`src/hdl/ihex_pkg.sv`:
```
// Shared types and codes for the Intel HEX record parser.
// Used by ihex_front, ihex_back and the top level; no dependencies.
package ihex_pkg;

  localparam logic [7:0] CHAR_COLON   = 8'h3A;
  localparam logic [7:0] CHAR_NEWLINE = 8'h0A;

  localparam int unsigned CHAR_Q_DEPTH = 2;
  localparam int unsigned RES_Q_DEPTH  = 2;

  localparam logic [2:0] KIND_DATA   = 3'd0;
  localparam logic [2:0] KIND_ACCEPT = 3'd1;
  localparam logic [2:0] KIND_SKIP   = 3'd2;
  localparam logic [2:0] KIND_EOF    = 3'd3;
  localparam logic [2:0] KIND_ERROR  = 3'd4;

  localparam logic [2:0] ERR_NONE      = 3'd0;
  localparam logic [2:0] ERR_START     = 3'd1;
  localparam logic [2:0] ERR_HEADER    = 3'd2;
  localparam logic [2:0] ERR_DATA      = 3'd3;
  localparam logic [2:0] ERR_CHECK_DIG = 3'd4;
  localparam logic [2:0] ERR_MISMATCH  = 3'd5;
  localparam logic [2:0] ERR_TYPE      = 3'd6;

  localparam logic [7:0] REC_DATA     = 8'd0;
  localparam logic [7:0] REC_EOF      = 8'd1;
  localparam logic [7:0] REC_LAST_SKIP = 8'd5;

  // One classified character, as handed from front to back.
  typedef struct packed {
    logic       is_hex;
    logic [3:0] nibble;
    logic       is_colon;
    logic       is_newline;
  } ihex_char_t;

  typedef struct packed {
    logic [2:0]  kind;
    logic [2:0]  error_code;
    logic [15:0] record_address;
    logic [7:0]  data_byte;
    logic [7:0]  byte_index;
    logic [15:0] line_number;
  } ihex_result_t;

endpackage

```
`src/hdl/ihex_front.sv`:
```
// Front end: takes characters, decodes hex digits and markers, and queues them.
// Depends on ihex_pkg.
module ihex_front
  import ihex_pkg::*;
(
  input  logic       clk,
  input  logic       rst_n,
  input  logic       in_push,
  input  logic [7:0] in_ch,
  output logic       in_full,
  output logic       chr_valid,
  output ihex_char_t chr_data,
  input  logic       chr_take
);

  localparam int unsigned PTR_W = $clog2(CHAR_Q_DEPTH);
  localparam int unsigned CNT_W = $clog2(CHAR_Q_DEPTH + 1);

  ihex_char_t             q_r [CHAR_Q_DEPTH];
  logic [PTR_W-1:0]       wr_ptr_r, wr_ptr_nxt;
  logic [PTR_W-1:0]       rd_ptr_r, rd_ptr_nxt;
  logic [CNT_W-1:0]       cnt_r, cnt_nxt;
  ihex_char_t             cls;
  logic                   push_ok;
  logic                   pop_ok;

  always_comb begin
    cls            = '0;
    cls.is_colon   = (in_ch == CHAR_COLON);
    cls.is_newline = (in_ch == CHAR_NEWLINE);
    if (in_ch >= 8'h30 && in_ch <= 8'h39) begin
      cls.is_hex = 1'b1;
      cls.nibble = 4'(in_ch - 8'h30);
    end else if (in_ch >= 8'h61 && in_ch <= 8'h66) begin
      cls.is_hex = 1'b1;
      cls.nibble = 4'(in_ch - 8'h57);
    end else if (in_ch >= 8'h41 && in_ch <= 8'h46) begin
      cls.is_hex = 1'b1;
      cls.nibble = 4'(in_ch - 8'h37);
    end
  end

  assign in_full   = (cnt_r == CNT_W'(CHAR_Q_DEPTH));
  assign push_ok   = in_push & ~in_full;
  assign chr_valid = (cnt_r != '0);
  assign chr_data  = q_r[rd_ptr_r];
  assign pop_ok    = chr_take & chr_valid;

  always_comb begin
    wr_ptr_nxt = wr_ptr_r;
    rd_ptr_nxt = rd_ptr_r;
    cnt_nxt    = cnt_r;
    if (push_ok) begin
      wr_ptr_nxt = (wr_ptr_r == PTR_W'(CHAR_Q_DEPTH - 1)) ? '0 : wr_ptr_r + 1'b1;
    end
    if (pop_ok) begin
      rd_ptr_nxt = (rd_ptr_r == PTR_W'(CHAR_Q_DEPTH - 1)) ? '0 : rd_ptr_r + 1'b1;
    end
    if (push_ok && !pop_ok) begin
      cnt_nxt = cnt_r + 1'b1;
    end else if (!push_ok && pop_ok) begin
      cnt_nxt = cnt_r - 1'b1;
    end
  end

  always_ff @(posedge clk) begin
    if (!rst_n) begin
      wr_ptr_r <= '0;
      rd_ptr_r <= '0;
      cnt_r    <= '0;
    end else begin
      wr_ptr_r <= wr_ptr_nxt;
      rd_ptr_r <= rd_ptr_nxt;
      cnt_r    <= cnt_nxt;
    end
  end

  always_ff @(posedge clk) begin
    if (push_ok) begin
      q_r[wr_ptr_r] <= cls;
    end
  end

endmodule

```
`src/hdl/ihex_back.sv`:
```
// Back end: record parser state machine and the result queue it fills.
// Depends on ihex_pkg; fed by ihex_front.
module ihex_back
  import ihex_pkg::*;
(
  input  logic         clk,
  input  logic         rst_n,
  input  logic         chr_valid,
  input  ihex_char_t   chr_data,
  output logic         chr_take,
  output logic         res_empty,
  output ihex_result_t res_data,
  input  logic         res_pop
);

  typedef enum logic [2:0] {
    PH_START,
    PH_HEADER,
    PH_DATA,
    PH_CHECK,
    PH_TAIL
  } phase_t;

  localparam int unsigned PTR_W = $clog2(RES_Q_DEPTH);
  localparam int unsigned CNT_W = $clog2(RES_Q_DEPTH + 1);

  phase_t      phase_r, phase_nxt;
  logic [3:0]  high_nibble_r, high_nibble_nxt;
  logic [2:0]  digit_pos_r, digit_pos_nxt;
  logic [7:0]  byte_count_r, byte_count_nxt;
  logic [15:0] load_address_r, load_address_nxt;
  logic [7:0]  record_kind_r, record_kind_nxt;
  logic [7:0]  running_sum_r, running_sum_nxt;
  logic [7:0]  bytes_done_r, bytes_done_nxt;
  logic [15:0] line_counter_r, line_counter_nxt;
  logic        halted_r, halted_nxt;

  ihex_result_t     q_r [RES_Q_DEPTH];
  logic [PTR_W-1:0] wr_ptr_r, wr_ptr_nxt;
  logic [PTR_W-1:0] rd_ptr_r, rd_ptr_nxt;
  logic [CNT_W-1:0] cnt_r, cnt_nxt;

  logic         res_full;
  logic         res_valid;
  ihex_result_t res;
  logic [7:0]   value;
  logic [7:0]   kind_new;
  logic [7:0]   bytes_inc;
  logic         pop_ok;
  logic         push_ok;

  assign res_full = (cnt_r == CNT_W'(RES_Q_DEPTH));
  assign chr_take = chr_valid & ~res_full;
  assign value    = {high_nibble_r, chr_data.nibble};
  assign kind_new = {record_kind_r[3:0], chr_data.nibble};
  assign bytes_inc = bytes_done_r + 8'd1;

  always_comb begin
    phase_nxt        = phase_r;
    high_nibble_nxt  = high_nibble_r;
    digit_pos_nxt    = digit_pos_r;
    byte_count_nxt   = byte_count_r;
    load_address_nxt = load_address_r;
    record_kind_nxt  = record_kind_r;
    running_sum_nxt  = running_sum_r;
    bytes_done_nxt   = bytes_done_r;
    line_counter_nxt = line_counter_r;
    halted_nxt       = halted_r;
    res_valid        = 1'b0;
    res              = '0;
    res.record_address = load_address_r;
    res.line_number    = line_counter_r;
    if (chr_take && !halted_r) begin
      case (phase_r)
        PH_START: begin
          if (!chr_data.is_colon) begin
            halted_nxt     = 1'b1;
            res_valid      = 1'b1;
            res.kind       = KIND_ERROR;
            res.error_code = ERR_START;
            res.byte_index = bytes_done_r;
          end else begin
            phase_nxt        = PH_HEADER;
            digit_pos_nxt    = '0;
            byte_count_nxt   = '0;
            load_address_nxt = '0;
            record_kind_nxt  = '0;
            running_sum_nxt  = '0;
            bytes_done_nxt   = '0;
            high_nibble_nxt  = '0;
          end
        end
        PH_HEADER: begin
          if (!chr_data.is_hex) begin
            halted_nxt     = 1'b1;
            res_valid      = 1'b1;
            res.kind       = KIND_ERROR;
            res.error_code = ERR_HEADER;
            res.byte_index = bytes_done_r;
          end else if (digit_pos_r < 3'd2) begin
            byte_count_nxt = {byte_count_r[3:0], chr_data.nibble};
            digit_pos_nxt  = digit_pos_r + 3'd1;
          end else if (digit_pos_r < 3'd6) begin
            load_address_nxt = {load_address_r[11:0], chr_data.nibble};
            digit_pos_nxt    = digit_pos_r + 3'd1;
          end else if (digit_pos_r == 3'd6) begin
            record_kind_nxt = kind_new;
            digit_pos_nxt   = digit_pos_r + 3'd1;
          end else begin
            // last type digit: header complete
            record_kind_nxt = kind_new;
            digit_pos_nxt   = '0;
            running_sum_nxt = byte_count_r + load_address_r[7:0]
                              + load_address_r[15:8] + kind_new;
            res.byte_index  = byte_count_r;
            if (kind_new == REC_DATA) begin
              phase_nxt = (byte_count_r == 8'd0) ? PH_CHECK : PH_DATA;
            end else if (kind_new == REC_EOF) begin
              halted_nxt = 1'b1;
              res_valid  = 1'b1;
              res.kind   = KIND_EOF;
            end else if (kind_new <= REC_LAST_SKIP) begin
              phase_nxt = PH_TAIL;
              res_valid = 1'b1;
              res.kind  = KIND_SKIP;
            end else begin
              halted_nxt     = 1'b1;
              res_valid      = 1'b1;
              res.kind       = KIND_ERROR;
              res.error_code = ERR_TYPE;
              res.byte_index = bytes_done_r;
            end
          end
        end
        PH_DATA: begin
          if (!chr_data.is_hex) begin
            halted_nxt     = 1'b1;
            res_valid      = 1'b1;
            res.kind       = KIND_ERROR;
            res.error_code = ERR_DATA;
            res.byte_index = bytes_done_r;
          end else if (digit_pos_r == 3'd0) begin
            high_nibble_nxt = chr_data.nibble;
            digit_pos_nxt   = 3'd1;
          end else begin
            digit_pos_nxt   = '0;
            running_sum_nxt = running_sum_r + value;
            bytes_done_nxt  = bytes_inc;
            if (bytes_inc == byte_count_r) begin
              phase_nxt = PH_CHECK;
            end
            res_valid      = 1'b1;
            res.kind       = KIND_DATA;
            res.data_byte  = value;
            res.byte_index = bytes_done_r;
          end
        end
        PH_CHECK: begin
          if (!chr_data.is_hex) begin
            halted_nxt     = 1'b1;
            res_valid      = 1'b1;
            res.kind       = KIND_ERROR;
            res.error_code = ERR_CHECK_DIG;
            res.byte_index = bytes_done_r;
          end else if (digit_pos_r == 3'd0) begin
            high_nibble_nxt = chr_data.nibble;
            digit_pos_nxt   = 3'd1;
          end else begin
            digit_pos_nxt = '0;
            res_valid     = 1'b1;
            if (8'(running_sum_r + value) != 8'd0) begin
              halted_nxt     = 1'b1;
              res.kind       = KIND_ERROR;
              res.error_code = ERR_MISMATCH;
              res.byte_index = bytes_done_r;
            end else begin
              phase_nxt      = PH_TAIL;
              res.kind       = KIND_ACCEPT;
              res.byte_index = byte_count_r;
            end
          end
        end
        PH_TAIL: begin
          if (chr_data.is_newline) begin
            if (line_counter_r != 16'hFFFF) begin
              line_counter_nxt = line_counter_r + 16'd1;
            end
            phase_nxt = PH_START;
          end
        end
        default: begin
          phase_nxt = PH_START;
        end
      endcase
    end
  end

  // result queue
  assign push_ok   = res_valid;
  assign res_empty = (cnt_r == '0);
  assign res_data  = q_r[rd_ptr_r];
  assign pop_ok    = res_pop & ~res_empty;

  always_comb begin
    wr_ptr_nxt = wr_ptr_r;
    rd_ptr_nxt = rd_ptr_r;
    cnt_nxt    = cnt_r;
    if (push_ok) begin
      wr_ptr_nxt = (wr_ptr_r == PTR_W'(RES_Q_DEPTH - 1)) ? '0 : wr_ptr_r + 1'b1;
    end
    if (pop_ok) begin
      rd_ptr_nxt = (rd_ptr_r == PTR_W'(RES_Q_DEPTH - 1)) ? '0 : rd_ptr_r + 1'b1;
    end
    if (push_ok && !pop_ok) begin
      cnt_nxt = cnt_r + 1'b1;
    end else if (!push_ok && pop_ok) begin
      cnt_nxt = cnt_r - 1'b1;
    end
  end

  always_ff @(posedge clk) begin
    if (!rst_n) begin
      phase_r        <= PH_START;
      high_nibble_r  <= '0;
      digit_pos_r    <= '0;
      byte_count_r   <= '0;
      load_address_r <= '0;
      record_kind_r  <= '0;
      running_sum_r  <= '0;
      bytes_done_r   <= '0;
      line_counter_r <= 16'd1;
      halted_r       <= 1'b0;
      wr_ptr_r       <= '0;
      rd_ptr_r       <= '0;
      cnt_r          <= '0;
    end else begin
      phase_r        <= phase_nxt;
      high_nibble_r  <= high_nibble_nxt;
      digit_pos_r    <= digit_pos_nxt;
      byte_count_r   <= byte_count_nxt;
      load_address_r <= load_address_nxt;
      record_kind_r  <= record_kind_nxt;
      running_sum_r  <= running_sum_nxt;
      bytes_done_r   <= bytes_done_nxt;
      line_counter_r <= line_counter_nxt;
      halted_r       <= halted_nxt;
      wr_ptr_r       <= wr_ptr_nxt;
      rd_ptr_r       <= rd_ptr_nxt;
      cnt_r          <= cnt_nxt;
    end
  end

  always_ff @(posedge clk) begin
    if (push_ok) begin
      q_r[wr_ptr_r] <= res;
    end
  end

endmodule

```
`src/hdl/intel_hex_record_parser_core.sv`:
```
// Intel HEX record parser: one ASCII character per transfer in, at most one
// result per character out. A two-entry character queue in the front end
// decodes digits; the back end runs the record state machine and fills a
// two-entry result queue. One character is taken every cycle while input
// arrives and the result side keeps popping; a result enters the result queue
// as the back end takes its character, ready to be popped at the next edge.
// After end of file or an error the block drops every character until reset.
// Depends on ihex_pkg, ihex_front and ihex_back.
module intel_hex_record_parser_core
  import ihex_pkg::*;
(
  input  logic        clk,
  input  logic        rst_n,
  input  logic        in_push,
  input  logic [7:0]  in_ch,
  output logic        full,
  output logic        empty,
  input  logic        pop,
  output logic [2:0]  out_kind,
  output logic [2:0]  out_error_code,
  output logic [15:0] out_record_address,
  output logic [7:0]  out_data_byte,
  output logic [7:0]  out_byte_index,
  output logic [15:0] out_line_number
);

  logic         chr_valid;
  ihex_char_t   chr_data;
  logic         chr_take;
  ihex_result_t res_data;

  ihex_front u_front (
    .clk       (clk),
    .rst_n     (rst_n),
    .in_push   (in_push),
    .in_ch     (in_ch),
    .in_full   (full),
    .chr_valid (chr_valid),
    .chr_data  (chr_data),
    .chr_take  (chr_take)
  );

  ihex_back u_back (
    .clk       (clk),
    .rst_n     (rst_n),
    .chr_valid (chr_valid),
    .chr_data  (chr_data),
    .chr_take  (chr_take),
    .res_empty (empty),
    .res_data  (res_data),
    .res_pop   (pop)
  );

  assign out_kind           = res_data.kind;
  assign out_error_code     = res_data.error_code;
  assign out_record_address = res_data.record_address;
  assign out_data_byte      = res_data.data_byte;
  assign out_byte_index     = res_data.byte_index;
  assign out_line_number    = res_data.line_number;

endmodule
```
`config.mk`:
```
export PLATFORM = sky130hd
export DESIGN_NAME = intel_hex_record_parser_core
export DESIGN_NICKNAME = d
export VERILOG_FILES = /design/src/hdl/ihex_pkg.sv /design/src/hdl/ihex_front.sv /design/src/hdl/ihex_back.sv /design/src/hdl/intel_hex_record_parser_core.sv
export SDC_FILE = /design/constraint.sdc
export NUM_CORES = 1
export LEC_CHECK = 0
export ABC_AREA = 0
export BUFFER_PORTS_ARGS = -buffer_cell sky130_fd_sc_hd__buf_4
export CAP_MARGIN = 30
export CORE_AREA = 2 2 130 132
export CTS_CLUSTER_SIZE = 10
export DETAILED_ROUTE_END_ITERATION = 12
export DIE_AREA = 0 0 132 134
export PLACE_DENSITY_LB_ADDON = 0.12
export SETUP_SLACK_MARGIN = 0.4
export SLEW_MARGIN = 20
export SYNTH_ARGS = -nofsm -noshare
export SYNTH_HDL_FRONTEND = slang
export SYNTH_SLANG_ARGS = --single-unit
export TNS_END_PERCENT = 1
```
`constraint.sdc`:
```
create_clock -name clk -period 5.97 [get_ports clk]
set_clock_uncertainty 0.2 [all_clocks]
set_input_delay 1.194 -clock clk [delete_from_list [all_inputs] [get_ports clk]]
set_output_delay 1.194 -clock clk [all_outputs]
set_load 0.02 [all_outputs]
```
# --- Word-level counts from Yosys, hierarchy flattened ---
# Memory sizes are Yosys's and may differ from the RTL's. A register that Yosys moved wholly into a read port is not among the register bits.
# Cells that the tools add are included.
totals:
  reg_bits: 79
  ram_bits: 122
  inputBits: 12
  out_inout_bits: 56
  word_cells: 259
  n_memories: 2
op_classes:
  addsub: 18
  n_lt_le_gt_ge: 9
  n_eq_ne: 39
  n_mux: 129
  n_bitwise: 7
  n_reduce_logical: 39
memory_table:
  columns: ["memory", "words", "word_bits", "rd", "rd_clocked_by_memory_dff", "write_ports", "line_no", "source"]
  rows:
  - ["u_back.q_r", 2, 54, 1, 1, 1, "ihex_back.sv:38", "ihex_result_t q_r [RES_Q_DEPTH];"]
  - ["u_front.q_r", 2, 7, 1, 1, 1, "ihex_front.sv:19", "ihex_char_t q_r [CHAR_Q_DEPTH];"]
op_table:
  columns: ["cell", "n"]
  rows:
  - ["8-bit 2-to-1 mux", 25]
  - ["16-bit 2-to-1 mux", 6]
  - ["3-bit 2-to-1 mux", 28]
  - ["6-bit 2-to-1 mux", 9]
  - ["1-bit 2-to-1 mux", 35]
  - ["8-bit adder", 4]
  - ["16-bit case mux with 2 select lines", 1]
  - ["8-bit case mux with 2 select lines", 2]
  - ["8-bit case mux with 4 select lines", 1]
  - ["4-bit 2-to-1 mux", 6]
  - ["6-bit case mux with 4 select lines", 1]
  - ["8-bit case mux with 3 select lines", 1]
  - ["2-bit by 1-bit inequality test with 1-bit output, second input constant", 9]
  - ["2-bit inequality test, second input constant", 9]
  - ["3-bit inequality test, second input constant", 6]
  - ["16-bit by 1-bit adder with 16-bit output, second input constant", 1]
  - ["8-bit by 7-bit >= comparator with 1-bit output, second input constant", 2]
  - ["8-bit by 7-bit <= comparator with 1-bit output, second input constant", 2]
  - ["8-bit logical NOT", 2]
  - ["16-bit inequality test, second input constant", 1]
  - ["4-bit case mux with 2 select lines", 2]
  - ["5-bit 2-to-1 mux", 3]
  - ["3-bit case mux with 5 select lines", 1]
  - ["15-bit AND reduction", 1]
  - ["other kinds (43)", 83]

# --- Depth between registers and ports, before layout ---
# Gate-level depths: netlist of the first run.
depth:
  ltp_word: 12
  depth_mapped: 17

# --- By module ---
# Synthesis of the first run repeated with hierarchy kept, for this count alone.
hier_totals:
  cells_unflattened: 907
  area_unflattened_um2: 9928.3
by_module_without_submodules:
  columns: ["module", "instances", "cells_each", "area_each_um2"]
  rows:
  - ["ihex_back", 1, 829, 8974.9]
  - ["ihex_front", 1, 78, 953.4]

# --- Least setup slack after synthesis of the first run ---
# OpenSTA, ideal clock, no wires.
synth_path:
  path_type: "register to register"
  startpoint: "register u_back.digit_pos_r[0]"
  endpoint: "memory u_back.q_r[0][0] in the netlist's numbering (enable)"
  setup_time_ns: 0.472
  arrival_ns: 3.912
  required_time_ns: 5.298
  slack_ns: 1.386
  path_stages_with_launch: 9
  n_path_buf: 1
  period_less_slack_ns: 4.584
  path_cell_list: "dfxtp_1 -> inv_1 -> ha_1 -> or2_2 -> clkbuf_1 -> o21ai_0 -> a21oi_1 -> nor2_1 -> nor2b_1"
synth_via:
  elab_chain_cells: 9
synth_lines:
  columns: ["element", "line_no", "source"]
  rows:
  - ["start: declaration", "ihex_back.sv:29", "logic [2:0] digit_pos_r, digit_pos_nxt;"]
  - ["start signal: assignment", "ihex_back.sv:239", "digit_pos_r <= digit_pos_nxt;"]
  - ["branches (longest 5 deep; another with 3-bit < comparator)", null, null]
  - ["1-bit case mux with 3 select lines (*)", "ihex_back.sv:74", "case (phase_r)"]
  - ["1-bit 2-to-1 mux (*)", "ihex_back.sv:73", "if (chr_take && !halted_r) begin"]
  - ["net u_back.push_ok", "ihex_back.sv:50", "logic push_ok;"]
  - ["1-bit 2-to-1 mux (*)", "ihex_back.sv:254", "if (push_ok) begin"]
  - ["1-bit 2-to-1 mux (not written as such) (*)", "ihex_back.sv:255", "q_r[wr_ptr_r] <= res;"]
  - ["end: declaration", "ihex_back.sv:38", null]
# Mark *: on every way through the listed nets, which the timed path passes.

==> flow_summary.json, run 1 <==
{
  "switchingPower_w": 0.001699,
  "combPwrFrac": 0.351,
  "synth_flop_cell": "edfxtp_1",
  "synth_most_common_cell": "edfxtp_1",
  "grt_overflow": 0,
  "reg2reg_setup_slack_ns": 1.68,
  "setup_violations": 0,
  "final_hold_viol_count": 0,
  "critPathRequiredTime_ns": 6.01,
  "area_growth_pct": 14.17,
  "synth_seq_area_share": 0.5452,
  "multi_input_area_mm2": 0.004153,
  "n_antenna_cell": 0,
  "cts_inserted_buffers": 24,
  "via_per_inst": 5.913,
  "dpl_cell_area_mm2": 0.01039,
  "antenna_left": 0,
  "cts-root-buf": "clkbuf_16",
  "power.leakage_nw": 4.039,
  "outcome": "complete, no violations",
  "wl_per_cell_um": 19.53,
  "crit_path_end_kind": "flip-flop",
  "synth_area_mm2": 0.009694,
  "num_vias": 6847,
  "hpwl_mm": 15.72,
  "synth_commonest_cells": "122 x edfxtp_1, 81 x dfxtp_1, 80 x nor2_1",
  "fmax_mhz": 233.3,
  "hold_path_depth": 0,
  "final_core_util": 0.6795,
  "ff2ff_path_depth": 10,
  "clk_pin_slew_worst_paths_ns": 0.05,
  "gp_congestion": 0.9425,
  "tightest_slew_ns": 0.9119,
  "min_from": "u_back.line_counter_r[15]$_SDFFE_PN0P_",
  "drt_iter0_drc": 598,
  "swShare": 0.3453,
  "relSlewSlack": 0.3747,
  "crit_chain": "mux2i_1, inv_1, ha_1, nand2_1, o31ai_1, xor2_1, nor4_1, a311o_1, nand3_1, a22o_1",
  "fin_total_pwr_w": 0.004920,
  "async_flop_share": 0,
  "grt_pass1_vias": 6852,
  "ir_drop_uv": 279.8,
  "slowest_stage": "mux2i_1",
  "drv_cap": 0,
  "synth_edf_count": 122,
  "ctsHtreeMaxLevel": 1,
  "seqPwrFrac": 0.388,
  "fillers": 1253,
  "port_buffers": 67,
  "post-synth-top-area-cell": "edfxtp_1",
  "cp_data_arrival_time_ns": 4.33,
  "ys_ff_latch": 203,
  "hold_buffers": 0,
  "path_buf_inv": 1,
  "drt-total-wl_mm": 22.61,
  "holdPathEnd": "u_back.q_r[1][15]$_DFFE_PP_",
  "maxSlewViolCount": 0,
  "hold_path_class": "flip-flop to flip-flop",
  "seq_area_mm2": 0.005286,
  "rsz0062_at_grt": "no",
  "yosysUniqueCellTypes": 62,
  "synth_cells": 860,
  "firstDrtPassIters": 7,
  "die_y_um": 134,
  "syn_nets": 912,
  "hold_slack_ns": 0.3012,
  "grt_pass1_wl_mm": 36.20,
  "grt_max_degree": 69,
  "post_cts_buffers": 0,
  "critPathMaxStageDelay_ns": 0.80,
  "min_period_over_period": 0.7178,
  "critPathLaunchType": "flip-flop",
  "cts_tree": "yes",
  "antenna_found_initial": 0,
  "crit_type": "flip-flop to flip-flop",
  "clkPwrFrac": 0.261,
  "worstReg2RegEnd": "u_back.q_r[1][20]$_DFFE_PP_",
  "finalInstanceArea_mm2": 0.01107,
  "clk_path_buf_depth": 3,
  "path_max_fanout": 12,
  "path_delay_family": "compound AO/OA/AOI/OAI gates",
  "fin_nets": 974,
  "cts_resized": 0,
  "synth_area_leaders": "edfxtp_1 38%, dfxtp_1 17%, mux2_2 6.6%, a21oi_1 3.4%, ha_1 3.2%",
  "ios": 68,
  "insertion_delay_ns": 0.51,
  "cts.sinks": 203,
  "fin_crit_ns": 4.286,
  "timing.setup.tns_ns": 0,
  "post-route-drc-count": 0,
  "floorplan.initialDensity": 0.5951,
  "synth_top_area_share": 0.3779,
  "grt_usage": 0.2577,
  "drive_gt1_frac": 0.1844,
  "die_w_um": 132,
  "coreArea_mm2": 0.01629,
  "rows": 47,
  "ys_warn_count": 0,
  "syn_area_per_cell_um2": 11.27,
  "power_density_mw_per_mm2": 444.5,
  "internal-power_w": 0.003221,
  "dieArea_mm2": 0.01769
}
## placed cells by master (no fill, tap or decap), drive strengths merged, types with 6 or more instances in the layout
cell    instances
a211oi         11
a21o            8
a21oi          65
a22o            9
a22oi           6
and2           14
buf            73
clkbuf         39
dfxtp          81
edfxtp        122
fa             15
ha             25
inv            33
mux2           57
mux2i          12
nand2          68
nand2b          6
nand3          30
nand4           9
nor2           81
nor2b           6
nor3           10
nor4            8
o21a            6
o21ai          34
or3             9
xnor2          28
xor2           21
## power by group through the flow
| stage | registers (W) | logic [W] | clock network (W) |
|---|---|---|---|
| after floorplan | 0.00189 | 0.00117 | 0 |
| after global placement | 0.00192 | 0.00168 | 0 |
| after detailed placement | 0.00194 | 0.00171 | 0 |
| after CTS | 0.00191 | 0.00173 | 0.00130 |
| after global routing | 0.00194 | 0.00186 | 0.00135 |
| final | 0.00191 | 0.00172 | 0.00129 |
## cell type report
type,instances,area share
Clock buffer,39,0.05935
Clock inverter,3,0.002261
Inverter,33,0.01119
Multi-Input combinational cell,587,0.3752
Sequential cell,203,0.4776
Tap cell,220,0.02487
Timing Repair Buffer,73,0.04951
## worst max path at each step
stage	slack, ns	depth (start not counted)	start	endpoint
detailed placement	1.76	11	flip-flop	u_back.q_r[1][20]$_DFFE_PP_
global route	1.33	11	flip-flop	u_back.q_r[0][23]$_DFFE_PP_
global placement	1.97	10	flip-flop	u_back.q_r[0][20]$_DFFE_PP_
floorplan	1.39	8	u_back.digit_pos_r[0]$_SDFFE_PN0P_	u_back.q_r[0][0]$_DFFE_PP_
CTS	1.73	10	flip-flop	u_back.q_r[0][20]$_DFFE_PP_
finish	1.68	10	flip-flop	u_back.q_r[1][20]$_DFFE_PP_
## per-layer routing
| metal | GRT usage | up-vias | part of all wire |
|---|---|---|---|
| met4 | 0.09722 | 0 | 0.033 |
| met1 | 0.3332 | 3316 | 0.41 |
| met2 | 0.4436 | 265 | 0.50 |
| met5 | 0 | - | 0 |
| met3 | 0.03704 | 48 | 0.063 |
| li1 | - | 3218 | - |
## logic make-up after synthesis
family,Yosys count,share of synthesized area
xor gates and xnor gates,49,0.04427
buffers and inverters,70,0.02762
DFF,203,0.5452
adders and majority gates,40,0.06324
muxes,69,0.07860
AOI/OAI and AO/OA,163,0.1080
and+or+nand+nor,266,0.1331
## flip-flops by register name, summed over array words and instances (netlist names), named ones only
register	count
u_back.byte_count_r	8
u_back.load_address_r	16
u_back.bytes_done_r	8
u_back.halted_r	1
u_back.record_kind_r	4
u_back.rd_ptr_r	1
u_back.phase_r	3
u_front.wr_ptr_r	1
u_front.q_r	14
u_back.high_nibble_r	4
u_front.cnt_r	2
u_back.wr_ptr_r	1
u_back.line_counter_r	16
u_back.q_r	108
u_back.running_sum_r	8
u_front.rd_ptr_r	1
u_back.cnt_r	2
u_back.digit_pos_r	3
## worst register-to-register path, cell delays in order (launching register included)
cell and delay (ns):
dfxtp_1 0.63, mux2i_1 0.80, inv_1 0.12, ha_1 0.38, nand2_1 0.07, o31ai_1 0.38, xor2_1 0.14, nor4_1 0.48
a311o_1 0.29, nand3_1 0.21, a22o_1 0.33
## through the flow
| step | cells | worst slack (ns) |
|---|---|---|
| 2_1_floorplan | 860 | 1.386 |
| 3_3_place_gp | 1115 | 1.965 |
| 3_5_place_dp | 1116 | 1.764 |
| 4_1_cts | 1158 | 1.727 |
| 5_1_grt | 1158 | 1.335 |
| 6_report | 1158 | 1.685 |
Power figures use the tool's default switching activity.
==> inputs of run 2 (changes only) <==
Clock period 5.97 ns to 4.49 ns, I/O delays scaled along.
==> flow_summary.json, run 2 (synthesis results as in run 1) <==
{
  "drt-total-wl_mm": 21.90,
  "crit_chain": "mux2i_2, inv_1, ha_1, fa_1, a211oi_1, o21bai_1, a21oi_1, xor2_1, a311o_1, nand3_1, a22o_1",
  "grt_usage": 0.2482,
  "rsz0062_at_grt": "no",
  "port_buffers": 67,
  "setup_violations": 0,
  "grt_pass1_wl_mm": 34.94,
  "multi_input_area_mm2": 0.004163,
  "grt_util_met3": 0.03212,
  "use_met2": 0.4245,
  "top_regs": "u_back.q_r (108), u_back.line_counter_r (16), u_back.load_address_r (16)",
  "fin_nets": 979,
  "cp_data_arrival_time_ns": 3.89,
  "dieArea_mm2": 0.01769,
  "gp_congestion": 0.9078,
  "power_density_mw_per_mm2": 590.9,
  "die_y_um": 134,
  "cts_inserted_buffers": 24,
  "layout_commonest_cell": "edfxtp_1",
  "grt_pass1_vias": 6567,
  "num_vias": 6769,
  "min_period_over_period": 0.8549,
  "drive_gt1_frac": 0.1905,
  "relSlewSlack": 0.3553,
  "ir_drop_uv": 413.9,
  "critPathLaunchType": "flip-flop",
  "busiest_layer": "met2",
  "tightest_slew_ns": 0.9583,
  "die_w_um": 132,
  "fillers": 1200,
  "crit_type": "flip-flop to flip-flop",
  "power.leakage_nw": 4.078,
  "wl_per_cell_um": 18.80,
  "largest_register_ffs": 108,
  "drt_iter0_drc": 561,
  "timing.setup.tns_ns": 0,
  "n_antenna_cell": 0,
  "swShare": 0.3390,
  "critPathRequiredTime_ns": 4.54,
  "post-route-drc-count": 0,
  "cts-root-buf": "clkbuf_16",
  "ios": 68,
  "seqPwrFrac": 0.387,
  "outcome": "complete, no violations",
  "firstDrtPassIters": 5,
  "worst_slack_ns": 0.6513,
  "slowest_stage": "fa_1",
  "hpwl_mm": 15.56,
  "drv_cap": 0,
  "antenna_found_initial": 0,
  "final_cell_mix": "122 x edfxtp_1, 80 x dfxtp_1, 79 x nor2_1, 77 x buf_4, 68 x nand2_1",
  "final_hold_viol_count": 0,
  "coreArea_mm2": 0.01629,
  "cts.sinks": 203,
  "regMostFlops": "u_back.q_r",
  "post_cts_buffers": 0,
  "combPwrFrac": 0.349,
  "floorplan.initialDensity": 0.5951,
  "clkPwrFrac": 0.264,
  "clk_pin_slew_worst_paths_ns": 0.06,
  "clk_path_buf_depth": 3,
  "grt_max_degree": 40,
  "crit_path_end_kind": "flip-flop",
  "grt_overflow": 0,
  "met1_usage": 0.3337,
  "insertion_delay_ns": 0.51,
  "critPathMaxStageDelay_ns": 0.41,
  "hold_path_class": "flip-flop to flip-flop",
  "switchingPower_w": 0.002235,
  "area_growth_pct": 15.07,
  "place_ws_ns": 0.5561,
  "cts_tree": "yes",
  "ctsHtreeMaxLevel": 1,
  "fmax_mhz": 260.5,
  "finalInstanceArea_mm2": 0.01116,
  "dpl_cell_area_mm2": 0.01044,
  "rows": 47,
  "path_max_fanout": 6,
  "seq_area_mm2": 0.005286,
  "antenna_left": 0,
  "fin_crit_ns": 3.839,
  "maxSlewViolCount": 0,
  "via_per_inst": 5.810,
  "internal-power_w": 0.004357,
  "hold_slack_ns": 0.3021
}
-- run 2: cell types whose count changed in the layout (fill, tap and decap cells not counted), sizes merged --
cell    previous run  this run
buf               73        78
clkbuf            39        43
clkinv             3         1
-- run 2: final timing paths --
| path | from | endpoint | slack (ns) | cells after the start |
|---|---|---|---|---|
| worst max register to register | flip-flop | u_back.q_r[0][21]$_DFFE_PP_ | 0.65 | 11 |
| worst min-delay path | u_back.rd_ptr_r$_SDFFE_PN0P_ | u_back.rd_ptr_r$_SDFFE_PN0P_ | 0.30 | 2 |
| worst min register to register | u_back.rd_ptr_r$_SDFFE_PN0P_ | u_back.rd_ptr_r$_SDFFE_PN0P_ | 0.30 | 2 |
| worst max-delay path | flip-flop | u_back.q_r[0][21]$_DFFE_PP_ | 0.65 | 11 |
-- run 2: cell type report --
class / instances / share of cell area
multi-input combinational: 587 / 0.3731
sequential: 203 / 0.4739
clock buffer: 43 / 0.06214
clock inverter: 1 / 0.001458
tap: 220 / 0.02467
inverter: 33 / 0.01110
timing repair buffer: 78 / 0.05361
-- run 2: repair_timing --
action | 4_1_cts | 5_1_grt
setup endpoints to repair | 0 | 14
hold endpoints to repair | 0 | 0
hold buffers | 0 | 0
gates resized for setup | 0 | 2
-- run 2: layer usage --
| layer | part of all wire | wire length [um] | vias to the layer above |
|---|---|---|---|
| li1 | - | - | 3239 |
| met1 | 0.43 | 9435 | 3273 |
| met2 | 0.48 | 10600 | 215 |
| met3 | 0.057 | 1245 | 42 |
| met4 | 0.028 | 616 | 0 |
| met5 | 0 | 0 | - |
-- run 2: critical path: cells and delay by family, from the launching register on --
kind            cells  cell delay, ns
compound gates      5            1.30
fa+ha+maj           2            0.67
flops               1            0.36
mux                 1            0.35
xor+xnor            1            0.30
simple gates        1            0.22
buf+inv             1            0.16
-- run 2: through the flow --
| step | util | std cells | total power (W) |
|---|---|---|---|
| floorplan | - | 860 | 0.004072 |
| global placement | 0.6407 | 1121 | 0.004810 |
| detailed placement | 0.6407 | 1121 | 0.004860 |
| CTS | 0.6842 | 1165 | 0.006614 |
| global route | 0.6848 | 1165 | 0.006926 |
| finish | 0.6848 | 1165 | 0.006592 |
-- run 2: power groups by stage --
stage / combinational [W] / clock, W / sequential, W
3_5_place_dp: 0.00227 / 0 / 0.00259
6_report: 0.00230 / 0.00174 / 0.00255
4_1_cts: 0.00229 / 0.00177 / 0.00255
3_3_place_gp: 0.00225 / 0 / 0.00256
2_1_floorplan: 0.00156 / 0 / 0.00251
5_1_grt: 0.00249 / 0.00185 / 0.00259
